<file path="src/hw/rtl/cmsc_pkg.sv">
// Package: shared types, constants and command/status structs for the mult/shift calculator.
package cmsc_pkg;

  localparam logic [31:0] NS_PER_SEC     = 32'd1000000000;
  localparam logic [31:0] SPAN_CAP       = 32'd600;
  localparam logic [31:0] MIN_MARGIN     = 32'd200000;
  localparam logic [31:0] DEFAULT_MARGIN = NS_PER_SEC >> 5;
  localparam logic [5:0]  SHIFT_TOP      = 6'd32;

  // datapath operations, issued by the controller
  typedef enum logic [3:0] {
    OP_NONE,
    OP_LOAD,      // latch request, clear flags
    OP_DIV1,      // quot = mask / freq
    OP_DIV2,      // quot = quot / scale
    OP_DIV3,      // to = 1e9 / scale
    OP_SPAN,      // clamp seconds, maxsec = sec * scale (low 32)
    OP_MUL,       // prod = (maxsec * freq) >> 32
    OP_ACC,       // one step of headroom count
    OP_DIVS,      // t = ((to << s) + freq/2) / freq
    OP_CHKS,      // test t >> acc, step s
    OP_PRODM,     // prod = scale * freq (low 32)
    OP_DIVM,      // margin = 1e9 / prod
    OP_ADJ,       // q = mult / 100 by reciprocal, adj from q and remainder next
    OP_ADJ2,
    OP_HALVE
  } op_t;

  typedef struct packed {
    op_t op;
  } dp_cmd_t;

  typedef struct packed {
    logic div_busy;
    logic freq_zero;
    logic scale_zero;
    logic given_zero;
    logic prod_zero;
    logic t_zero;       // headroom count done
    logic fits;         // t >> acc == 0
    logic s_zero;       // shift search at 0 after step
    logic ovf;          // mult + adj overflows
    logic shift_zero;
  } dp_sts_t;

  typedef enum logic [18:0] {
    S_IDLE  = 19'b0000000000000000001,
    S_LOAD  = 19'b0000000000000000010,
    S_DIV1  = 19'b0000000000000000100,
    S_DIV2  = 19'b0000000000000001000,
    S_DIV3  = 19'b0000000000000010000,
    S_SPAN  = 19'b0000000000000100000,
    S_MUL   = 19'b0000000000001000000,
    S_ACC   = 19'b0000000000010000000,
    S_DIVS  = 19'b0000000000100000000,
    S_CHKS  = 19'b0000000001000000000,
    S_PRODM = 19'b0000000010000000000,
    S_DIVM  = 19'b0000000100000000000,
    S_ADJ   = 19'b0000001000000000000,
    S_ADJ2  = 19'b0000010000000000000,
    S_OVF   = 19'b0000100000000000000,
    S_DONE  = 19'b0001000000000000000,
    S_WAIT  = 19'b0010000000000000000,
    S_WAITM = 19'b0100000000000000000,
    S_WAITS = 19'b1000000000000000000
  } state_t;

endpackage

</file>
<file path="src/hw/rtl/cmsc_ctrl.sv">
// Controller: sequences the span, shift search, margin and halving steps.
module cmsc_ctrl (
  input  logic              clk,
  input  logic              rst_n,
  input  logic              start,
  input  cmsc_pkg::dp_sts_t sts,
  output cmsc_pkg::dp_cmd_t cmd,
  output logic              set_err,
  output logic              busy,
  output logic              done
);

  cmsc_pkg::state_t st_r, st_nxt, ret_r, ret_nxt;

  always_comb begin
    st_nxt  = st_r;
    ret_nxt = ret_r;
    cmd.op  = cmsc_pkg::OP_NONE;
    set_err = 1'b0;
    unique case (st_r)
      cmsc_pkg::S_IDLE: if (start) begin
        cmd.op = cmsc_pkg::OP_LOAD; st_nxt = cmsc_pkg::S_LOAD;
      end
      cmsc_pkg::S_LOAD: begin
        if (sts.freq_zero) st_nxt = cmsc_pkg::S_PRODM;
        else if (sts.scale_zero) begin
          set_err = 1'b1; st_nxt = cmsc_pkg::S_PRODM;
        end else begin
          cmd.op = cmsc_pkg::OP_DIV1; st_nxt = cmsc_pkg::S_WAIT;
          ret_nxt = cmsc_pkg::S_DIV2;
        end
      end
      cmsc_pkg::S_WAIT: if (!sts.div_busy) st_nxt = ret_r;
      cmsc_pkg::S_DIV2: begin
        cmd.op = cmsc_pkg::OP_DIV2; st_nxt = cmsc_pkg::S_WAIT; ret_nxt = cmsc_pkg::S_DIV3;
      end
      cmsc_pkg::S_DIV3: begin
        // quotient (seconds) is held until SPAN via the idle-capture, so snapshot first
        cmd.op = cmsc_pkg::OP_SPAN; st_nxt = cmsc_pkg::S_SPAN;
      end
      cmsc_pkg::S_SPAN: begin
        cmd.op = cmsc_pkg::OP_DIV3; st_nxt = cmsc_pkg::S_WAIT; ret_nxt = cmsc_pkg::S_MUL;
      end
      cmsc_pkg::S_MUL: begin
        // also takes 1e9 / scale from the divider
        cmd.op = cmsc_pkg::OP_MUL; st_nxt = cmsc_pkg::S_ACC;
      end
      cmsc_pkg::S_ACC: begin
        if (!sts.t_zero) cmd.op = cmsc_pkg::OP_ACC;
        else st_nxt = cmsc_pkg::S_DIVS;
      end
      cmsc_pkg::S_DIVS: begin
        cmd.op = cmsc_pkg::OP_DIVS; st_nxt = cmsc_pkg::S_WAITS;
      end
      cmsc_pkg::S_WAITS: if (!sts.div_busy) st_nxt = cmsc_pkg::S_CHKS;
      cmsc_pkg::S_CHKS: begin
        cmd.op = cmsc_pkg::OP_CHKS;
        if (sts.fits) st_nxt = cmsc_pkg::S_PRODM;
        else if (sts.s_zero) st_nxt = cmsc_pkg::S_WAITM; // exhausted: shift 0
        else st_nxt = cmsc_pkg::S_DIVS;
      end
      cmsc_pkg::S_WAITM: begin
        // CHKS has recorded shift 0 with the shift-1 multiplier
        st_nxt = cmsc_pkg::S_PRODM;
      end
      cmsc_pkg::S_PRODM: begin
        cmd.op = cmsc_pkg::OP_PRODM; st_nxt = cmsc_pkg::S_DIVM;
      end
      cmsc_pkg::S_DIVM: begin
        if (sts.given_zero && !sts.freq_zero && !sts.scale_zero) begin
          if (sts.prod_zero) begin
            set_err = 1'b1; st_nxt = cmsc_pkg::S_ADJ;
          end else begin
            cmd.op = cmsc_pkg::OP_DIVM; st_nxt = cmsc_pkg::S_WAIT;
            ret_nxt = cmsc_pkg::S_ADJ;
          end
        end else st_nxt = cmsc_pkg::S_ADJ;
      end
      cmsc_pkg::S_ADJ: begin
        cmd.op = cmsc_pkg::OP_ADJ; st_nxt = cmsc_pkg::S_ADJ2;
      end
      cmsc_pkg::S_ADJ2: begin
        cmd.op = cmsc_pkg::OP_ADJ2; st_nxt = cmsc_pkg::S_OVF;
      end
      cmsc_pkg::S_OVF: begin
        if (!sts.freq_zero && sts.ovf) begin
          if (sts.shift_zero) begin
            set_err = 1'b1; st_nxt = cmsc_pkg::S_DONE;
          end else begin
            cmd.op = cmsc_pkg::OP_HALVE; st_nxt = cmsc_pkg::S_ADJ;
          end
        end else st_nxt = cmsc_pkg::S_DONE;
      end
      cmsc_pkg::S_DONE: st_nxt = cmsc_pkg::S_IDLE;
      default: st_nxt = cmsc_pkg::S_IDLE;
    endcase
  end

  always_ff @(posedge clk) begin
    if (!rst_n) begin
      st_r  <= cmsc_pkg::S_IDLE;
      ret_r <= cmsc_pkg::S_IDLE;
    end else begin
      st_r  <= st_nxt;
      ret_r <= ret_nxt;
    end
  end

  assign busy = (st_r != cmsc_pkg::S_IDLE);
  assign done = (st_r == cmsc_pkg::S_DONE);

endmodule

</file>
<file path="config.mk">
export PLATFORM = sky130hd
export DESIGN_NAME = cmsc_ctrl
export DESIGN_NICKNAME = d
export VERILOG_FILES = /design/src/hw/rtl/cmsc_pkg.sv /design/src/hw/rtl/cmsc_ctrl.sv
export SDC_FILE = /design/constraint.sdc
export NUM_CORES = 1
export LEC_CHECK = 0
export ABC_AREA = 1
export BUFFER_PORTS_ARGS = -buffer_cell sky130_fd_sc_hd__clkbuf_2
export CAP_MARGIN = 10
export CORE_MARGIN = 5
export CORE_UTILIZATION = 44
export CTS_CLUSTER_SIZE = 25
export DETAILED_ROUTE_END_ITERATION = 6
export PLACE_DENSITY_LB_ADDON = 0.3
export SLEW_MARGIN = 20
export SYNTH_ARGS = -nofsm -noshare
export SYNTH_HDL_FRONTEND = slang
export SYNTH_SLANG_ARGS = --single-unit
</file>
<file path="constraint.sdc">
create_clock -name clk -period 2.55 [get_ports clk]
set_clock_uncertainty 0.15 [all_clocks]
set_input_delay 0.51 -clock clk [delete_from_list [all_inputs] [get_ports clk]]
set_output_delay 0.51 -clock clk [all_outputs]
set_load 0.005 [all_outputs]
</file>
# After elaboration in Yosys (flattened, before gate mapping)
# Index checks and enable logic that the tools add are counted.
[word_totals] reg_bits=38
[classes] mux=34 n_eq_ne=27 reduce_logical=9
[op_table] op="19-bit one-hot mux with 16 select lines" n=1
[op_table] op="19-bit 2-to-1 mux" n=10
[op_table] op="19-bit one-hot mux with 4 select lines" n=1
[op_table] op="4-bit one-hot mux with 14 select lines" n=1
[op_table] op="17-bit 2-to-1 mux" n=3
[op_table] op="18-bit 2-to-1 mux" n=2
[op_table] op="19-bit by 1-bit equality test with 1-bit output, second input constant" n=1
[op_table] op="19-bit by 10-bit equality test with 1-bit output, second input constant" n=1
[op_table] op="19-bit by 11-bit equality test with 1-bit output, second input constant" n=1
[op_table] op="19-bit by 12-bit equality test with 1-bit output, second input constant" n=1
[op_table] op="19-bit by 13-bit equality test with 1-bit output, second input constant" n=1
[op_table] op="19-bit by 14-bit equality test with 1-bit output, second input constant" n=1
[op_table] op="19-bit by 15-bit equality test with 1-bit output, second input constant" n=1
[op_table] op="19-bit by 16-bit equality test with 1-bit output, second input constant" n=1
[op_table] op="19-bit by 17-bit equality test with 1-bit output, second input constant" n=1
[op_table] op="19-bit by 18-bit equality test with 1-bit output, second input constant" n=1
[op_table] op="19-bit equality test, second input constant" n=1
[op_table] op="19-bit by 2-bit equality test with 1-bit output, second input constant" n=1
[op_table] op="19-bit by 4-bit equality test with 1-bit output, second input constant" n=1
[op_table] op="19-bit by 5-bit equality test with 1-bit output, second input constant" n=1
[op_table] op="19-bit by 6-bit equality test with 1-bit output, second input constant" n=1
[op_table] op="19-bit by 7-bit equality test with 1-bit output, second input constant" n=1
[op_table] op="19-bit by 8-bit equality test with 1-bit output, second input constant" n=1
[op_table] op="19-bit by 9-bit equality test with 1-bit output, second input constant" n=1
[op_table] op="14 further kinds" n=34

# Depth between registers and ports, before layout
# Gate-level depths: netlist (run 1).
[logic_depth] depth_word=5 depth_mapped=13

# Worst setup path after synthesis (run 1)
# No wires, ideal clock.
[synth_timing] kind="input to output" from="input sts[8] in the netlist's numbering" to="output cmd[3] in the netlist's numbering" t_arrival_ns=1.281 setup_slack_ns=0.609 t_required_ns=1.890 path_stages=8 path_cell_list="nor2_1 nand2_1 nor2_1 inv_1 nor2_8 inv_1 nand3_1 nand3b_1"
[synth_rtl] element="from (decl)" line="cmsc_ctrl.sv:6" rtl="input cmsc_pkg::dp_sts_t sts,"
[synth_rtl] element="to (decl)" line="cmsc_ctrl.sv:7" rtl="output cmsc_pkg::dp_cmd_t cmd,"

==> summary.txt, run 1 <==
Yosys
  • Adder-Cell Fraction of Synth Area: 0%
  • Mapped Cells: 225
  • Mux share of post-synthesis cell area: 0%
  • #FFs+latches synth: 23
  • Post-Synth XOR/XNOR Area: 0%
  • Synthesized area: 1550 um^2
  • Compound-Gate Fraction of Synth Area: 3.88%
  • Sequential share of the synthesized area: 29.8%
  • Main combinational cell family by area after synthesis: simple AND/OR/NAND/NOR gates
  • Post-Syn Nets: 238
  • Syn avg cell area: 6.87 um^2
  • Simple-Gate Fraction of Synth Area: 57.8%
  • Synth warn: 0
  • Count of cell types in the netlist: 28

Timing
  • # setup viols final: 0
  • Pins Over Slew Limit: 0
  • Max-slew headroom: 64.2%
  • Final worst slack: 0.103 ns
  • RSZ-0062 raised after global routing: true
  • Fin crit period: 2.45 ns
  • Hold Slack: 0.265 ns
  • Final period util: 96.0%
  • Fin. Hold Viols: 0
  • Worst slew pin tran: 0.534 ns
  • Max Freq: 409 MHz

CTS
  • Skew-Pair Late Insertion Delay: 0.32 ns
  • # clock sinks: 23
  • Clk buf depth: 2
  • Hold Buf Count CTS: 0
  • CTS H-Tree Depth: 1
  • Clock root cell: clkbuf_4
  • CTS tree: yes
  • Num CTS Buffers: 3
  • Worst-path clk slew: 0.13 ns

Global routing
  • Top Usage Layer GRT: met2
  • Largest net degree at the start of global routing: 19
  • GR Layer Usage met2: 23.9%
  • Total track usage: 14.8%
  • M3 GR Usage: 1.88%
  • First-pass GRT wire length: 5940 um
  • Vias in the first global route: 1345
  • Total grt overflow: 0
  • GR met1 Demand/Resource: 19.9%
  • Initial antenna violation count: 0

Setup path
  • CP Launch Type: register
  • CP endpoint kind: output port
  • WP data required: 1.89 ns
  • Crit Path Class: register to output port
  • Crit-path max FO: 6
  • Worst EP arrival: 1.79 ns

Die
  • Vert. Die Dim: 69.3 um
  • Core Region: 3360 um^2
  • Initial Utilization: 46.0%
  • Standard-cell rows: 21
  • Chip width: 69.3 um
  • Die area: 4800 um^2
  • I/O pin total: 20

Layout
  • Synth-to-layout area growth: 18.2%
  • Layout cells sized above 1: 30.2%
  • # diodes: 0
  • Utilization after layout: 54.4%
  • Nets: 269

Drt
  • Wire per inst: 12.2 um
  • DR pass1 iterations: 4
  • DRT iter0 DRCs: 99
  • Via density: 4.86
  • Final wirelength: 3680 um
  • Post-route ant nets: 0
  • DRC errors left: 0
  • Via Count: 1463

Pwr
  • Power Density: 697 nW/um^2
  • Leakage power: 0.896 nW
  • Max IR drop VDD: 0.259 mV

Worst hold path
  • Worst Hold Class: input port to register

Run status
  • Status: completed

Placed design
  • Setup Slack @ Placement: 0.262 ns
  • HPWL Detailed: 2810 um
  • Port Buf Inserts: 19
  • GPL Wtd Cong: 0.854

Flow run
  • MaxCap Viol Count: 0
==> logic make-up (layout without fill, tap and decap cells) <==
logic type	after synthesis	count (layout)
AND/OR/NAND/NOR	159	159
AO/OA/AOI/OAI	11	11
flip-flops	23	23
buffers and inverters	32	62
==> where the power goes <==
group          switching [W]  internal [W]  total [W]
registers          0.0000346      0.000392   0.000427
clock network       0.000115     0.0000612   0.000176
logic               0.000423      0.000248   0.000671
total               0.000572      0.000702    0.00127
==> layer usage <==
| layer | vias to the layer above | wire, um |
|---|---|---|
| li1 | 778 | - |
| met1 | 649 | 1760 |
| met2 | 29 | 1720 |
| met3 | 7 | 116 |
| met4 | 0 | 77 |
| met5 | - | 0 |
==> metrics by stage <==
| stage | area [um^2] | TNS (ns) | total power, W | cells |
|---|---|---|---|---|
| 2_1_floorplan | 1550 | 0 | 0.000919 | 225 |
| 3_3_place_gp | 1680 | 0 | 0.00103 | 288 |
| 3_5_place_dp | 1680 | 0 | 0.00103 | 288 |
| 4_1_cts | 1710 | 0 | 0.00120 | 292 |
| 5_1_grt | 1830 | -0.0538 | 0.00137 | 301 |
| 6_report | 1830 | 0 | 0.00127 | 301 |
==> flip-flops by register name, summed over array words and instances (netlist names) <==
register  count
ret_r         5
st_r         18
==> cell type report <==
class | instances | area [um^2]
flip-flops and latches | 23 | 472
well taps | 46 | 57.6
fillers | 357 | 1540
multi-input cells | 170 | 992
repair buffers | 28 | 163
clock buffers | 4 | 26.3
inverters | 30 | 118
==> final timing paths <==
check,startpoint,to,slack (ns),cells after the start
setup reg to reg,st_r[18],st_r[18],0.55,10
setup / recovery,st_r[8],cmd[3],0.10,11
hold / removal,sts[3],st_r[17],0.27,2
hold reg to reg,ret_r[6],st_r[6],0.30,2
==> synthesized netlist by cell type, drive strengths merged <==
library cell / count / area, um^2
nand2: 56 / 270
nor2: 56 / 334
inv: 29 / 114
dfxtp: 23 / 460
nand3: 22 / 128
nor3: 13 / 80.1
nand4: 7 / 43.8
a21oi: 6 / 30.0
o21ai: 3 / 15.0
nand3b: 2 / 15.0
a211oi: 1 / 7.51
and2: 1 / 6.26
buf: 1 / 11.3
clkbuf: 1 / 3.75
clkinv: 1 / 3.75
nor3b: 1 / 7.51
nor4b: 1 / 8.76
o211ai: 1 / 7.51
==> critical path, cell delays in order (launching register included) <==
cell and delay (ns):
dfxtp_4 0.38, nor2_4 0.15, nand2_4 0.09, nor2_8 0.15
nand2_4 0.08, inv_4 0.09, nand2_4 0.08, nor2_8 0.12
inv_2 0.06, nand3_1 0.06, nand3b_1 0.10, clkbuf_2 0.11
==> placed cells by master, fill, tap and decap left out <==
cell type,n
nand2_1,43
nor2_1,37
inv_1,25
nand3_1,20
clkbuf_2,19
dfxtp_1,18
nor2_4,12
nor3_1,10
buf_4,9
nand4_1,7
nand2_4,7
nand2_2,6
a21oi_1,6
nor2_2,4
nor2_8,3
o21ai_0,3
clkbuf_4,3
dfxtp_2,3
inv_4,2
inv_2,2
nand3b_1,2
nor3_2,2
dfxtp_4,2
nor3_4,1
nand3_2,1
o211ai_1,1
clkinv_1,1
nand3_4,1
and2_1,1
nor4b_1,1
nor3b_1,1
a211oi_1,1
clkbuf_1,1
==> timing repair <==
action,4_1_cts,5_1_grt
endpoints found under the setup margin,0,4
gates resized for setup,0,17
buffers inserted,0,9
endpoints found under the hold margin,0,0
No activity file was read; power rests on OpenSTA's default activity.
==> run 2, diff against run 1 <==
- clock period: 2.55 -> 2.5 ns (I/O delays scaled with it)
==> summary.txt, run 2 (synthesized netlist as in run 1, its figures left out) <==
CTS
  • Num CTS Buffers: 3 (unchanged)
  • Worst-path clk slew: 0.13 ns (about the same)
  • Skew-Pair Late Insertion Delay: 0.33 ns (about the same)
  • Clock root cell: clkbuf_4
  • CTS H-Tree Depth: 1 (unchanged)
  • CTS tree: yes
  • # clock sinks: 23 (unchanged)
  • Clk buf depth: 2 (unchanged)

Drt
  • DRC errors left: 0 (unchanged)
  • DR pass1 iterations: 4 (unchanged)
  • Post-route ant nets: 0 (unchanged)
  • Via density: 5.01 (+3.1%)
  • Final wirelength: 3990 um (+8.5%)
  • DRT iter0 DRCs: 101 (+2.0%)
  • Wire per inst: 12.7 um (+4.4%)
  • Via Count: 1568 (+7.2%)

Global routing
  • Largest net degree at the start of global routing: 19 (unchanged)
  • Total grt overflow: 0 (unchanged)
  • Initial antenna violation count: 0 (unchanged)
  • First-pass GRT wire length: 6270 um (+5.5%)
  • Total track usage: 16.0% (+1.1 points)
  • Vias in the first global route: 1393 (+3.6%)

Layout
  • Commonest non-fill, non-tap cell in the layout: nand2_1
  • Top reg by flops: st_r
  • Synth-to-layout area growth: 27.6%
  • # diodes: 0 (unchanged)
  • FF/Latch Area: 473 um^2 (+0.27%)
  • Max reg flops: 18 (unchanged)
  • Most frequent cells in the layout: 42 x nand2_1, 36 x nor2_1, 25 x inv_1
  • Biggest regs: st_r x18, ret_r x5
  • Nets: 281 (+4.5%)
  • Layout cells sized above 1: 37.1% (+6.9 points)
  • Area of the multi-input gates: 1040 um^2 (+4.5%)
  • Fin cells: 313 (+4.0%)
  • Fillers: 344 (-3.6%)

Die
  • Die area: 4800 um^2 (unchanged)
  • Vert. Die Dim: 69.3 um (unchanged)
  • Chip width: 69.3 um (unchanged)
  • Core Region: 3360 um^2 (unchanged)
  • Standard-cell rows: 21 (unchanged)
  • I/O pin total: 20 (unchanged)
  • Initial Utilization: 46.0% (unchanged)

Placed design
  • Total instance count after detailed placement: 288 (unchanged)
  • GPL Wtd Cong: 0.877 (+2.7%)
  • HPWL Detailed: 2840 um (+0.98%)
  • Port Buf Inserts: 19 (unchanged)

Timing
  • Worst slew pin tran: 0.559 ns (+0.0256 ns)
  • Max Freq: 412 MHz
  • Max-slew headroom: 62.5% (-1.7 points)
  • Pins Over Slew Limit: 0 (unchanged)
  • Final period util: 97.1%
  • Hold Slack: 0.241 ns (-0.0245 ns)
  • # setup viols final: 0 (unchanged)
  • Fin. Hold Viols: 0 (unchanged)
  • Fin crit period: 2.43 ns

Setup path
  • CP Launch Type: register
  • Crit-path max FO: 5 (-1)
  • CP endpoint kind: output port
  • Max incr delay on CP: 0.36 ns (-0.02 ns)
  • Worst EP arrival: 1.78 ns (about the same)
  • Crit Path Class: register to output port
  • Slowest-stage cell, CP: dfxtp_2
  • Critical path cell sequence: nor2_4 -> nand2_4 -> nor2_8 -> nand2_4 -> inv_6 -> buf_4 -> nand2_2 -> nand2_1 -> nor2_1 -> nand4_1 -> clkbuf_2
  • WP data required: 1.85 ns (-0.04 ns)
  • Cells on worst reg2reg path: 10 (unchanged)
  • Critical path's most frequent cell: nand2_4

Worst hold path
  • Hold path depth: 2 (unchanged)
  • Worst Hold Class: input port to register

Flow run
  • MaxCap Viol Count: 0 (unchanged)

Pwr
  • Power Density: 728 nW/um^2 (+4.5%)
  • Max IR drop VDD: 0.254 mV (-2.1%)
  • Total power: 0.00144 W (+13%)
  • Seq pwr share: 30.4% (-3.1 points)
  • Clock Power Share: 12.7% (-1.1 points)
  • Combinational share of power: 56.9% (+4.2 points)
  • Leakage power: 0.962 nW (+7.4%)
  • Switching share of power: 45.1% (+0.20 points)
  • P_int: 0.000789 W (+12%)
  • Net Sw Power: 0.000649 W (+13%)

Run status
  • Status: completed
-- run 2: area by class of cell --
cell class / count / share of cell area [%]
Clock buffer: 3 / 1.14
Timing Repair Buffer: 39 / 13.1
Clock inverter: 1 / 0.254
Tap cell: 46 / 2.92
Sequential cell: 23 / 24.0
Multi-Input combinational cell: 171 / 52.6
Inverter: 30 / 6.09
-- run 2: stage by stage --
stage                     setup WS (ns)  setup TNS (ns)  instance area (um^2)  util (%)
after global routing            -0.0153         -0.0290                  1970      58.7
after global placement            0.307               0                  1680      50.1
after floorplan                   0.579               0                  1550         -
final                            0.0729               0                  1970      58.7
after detailed placement          0.256               0                  1680      50.1
after CTS                       0.00336               0                  1730      51.5
-- run 2: repair_timing --
item | CTS | global route
hold buffers | 0 | 0
gates cloned | 0 | 1
setup endpoints to repair | 3 | 5
setup buffers | 2 | 18
resized for setup | 1 | 28
pin swaps | 4 | 10
-- run 2: per-layer routing --
metal / global-route usage [%] / up-vias / wire length (um)
met5: 0 / - / 0
met4: 8.68 / 0 / 93
met3: 2.32 / 9 / 256
met2: 25.4 / 50 / 1900
met1: 20.6 / 708 / 1750
li1: - / 801 / -
-- run 2: final timing paths --
kind	start	end	slack, ns
worst max-delay path	st_r[7]	cmd[0]	0.07
worst min-delay path	sts[3]	st_r[17]	0.24
worst max register to register	st_r[18]	st_r[18]	0.49
worst min register to register	ret_r[6]	st_r[6]	0.32
-- run 2: power groups by stage --
stage | Combinational [W] | Clock [W] | Sequential (W)
after floorplan | 0.000508 | 0 | 0.000430
after global placement | 0.000618 | 0 | 0.000434
after detailed placement | 0.000619 | 0 | 0.000434
after CTS | 0.000631 | 0.000189 | 0.000430
after global routing | 0.000903 | 0.000199 | 0.000440
final | 0.000818 | 0.000183 | 0.000437
-- run 2: critical path, delay by kind of cell, from the launching register on --
kind	cells	cell delay [ns]
simple gates	8	0.76
buf+inv	3	0.32
flops	1	0.36
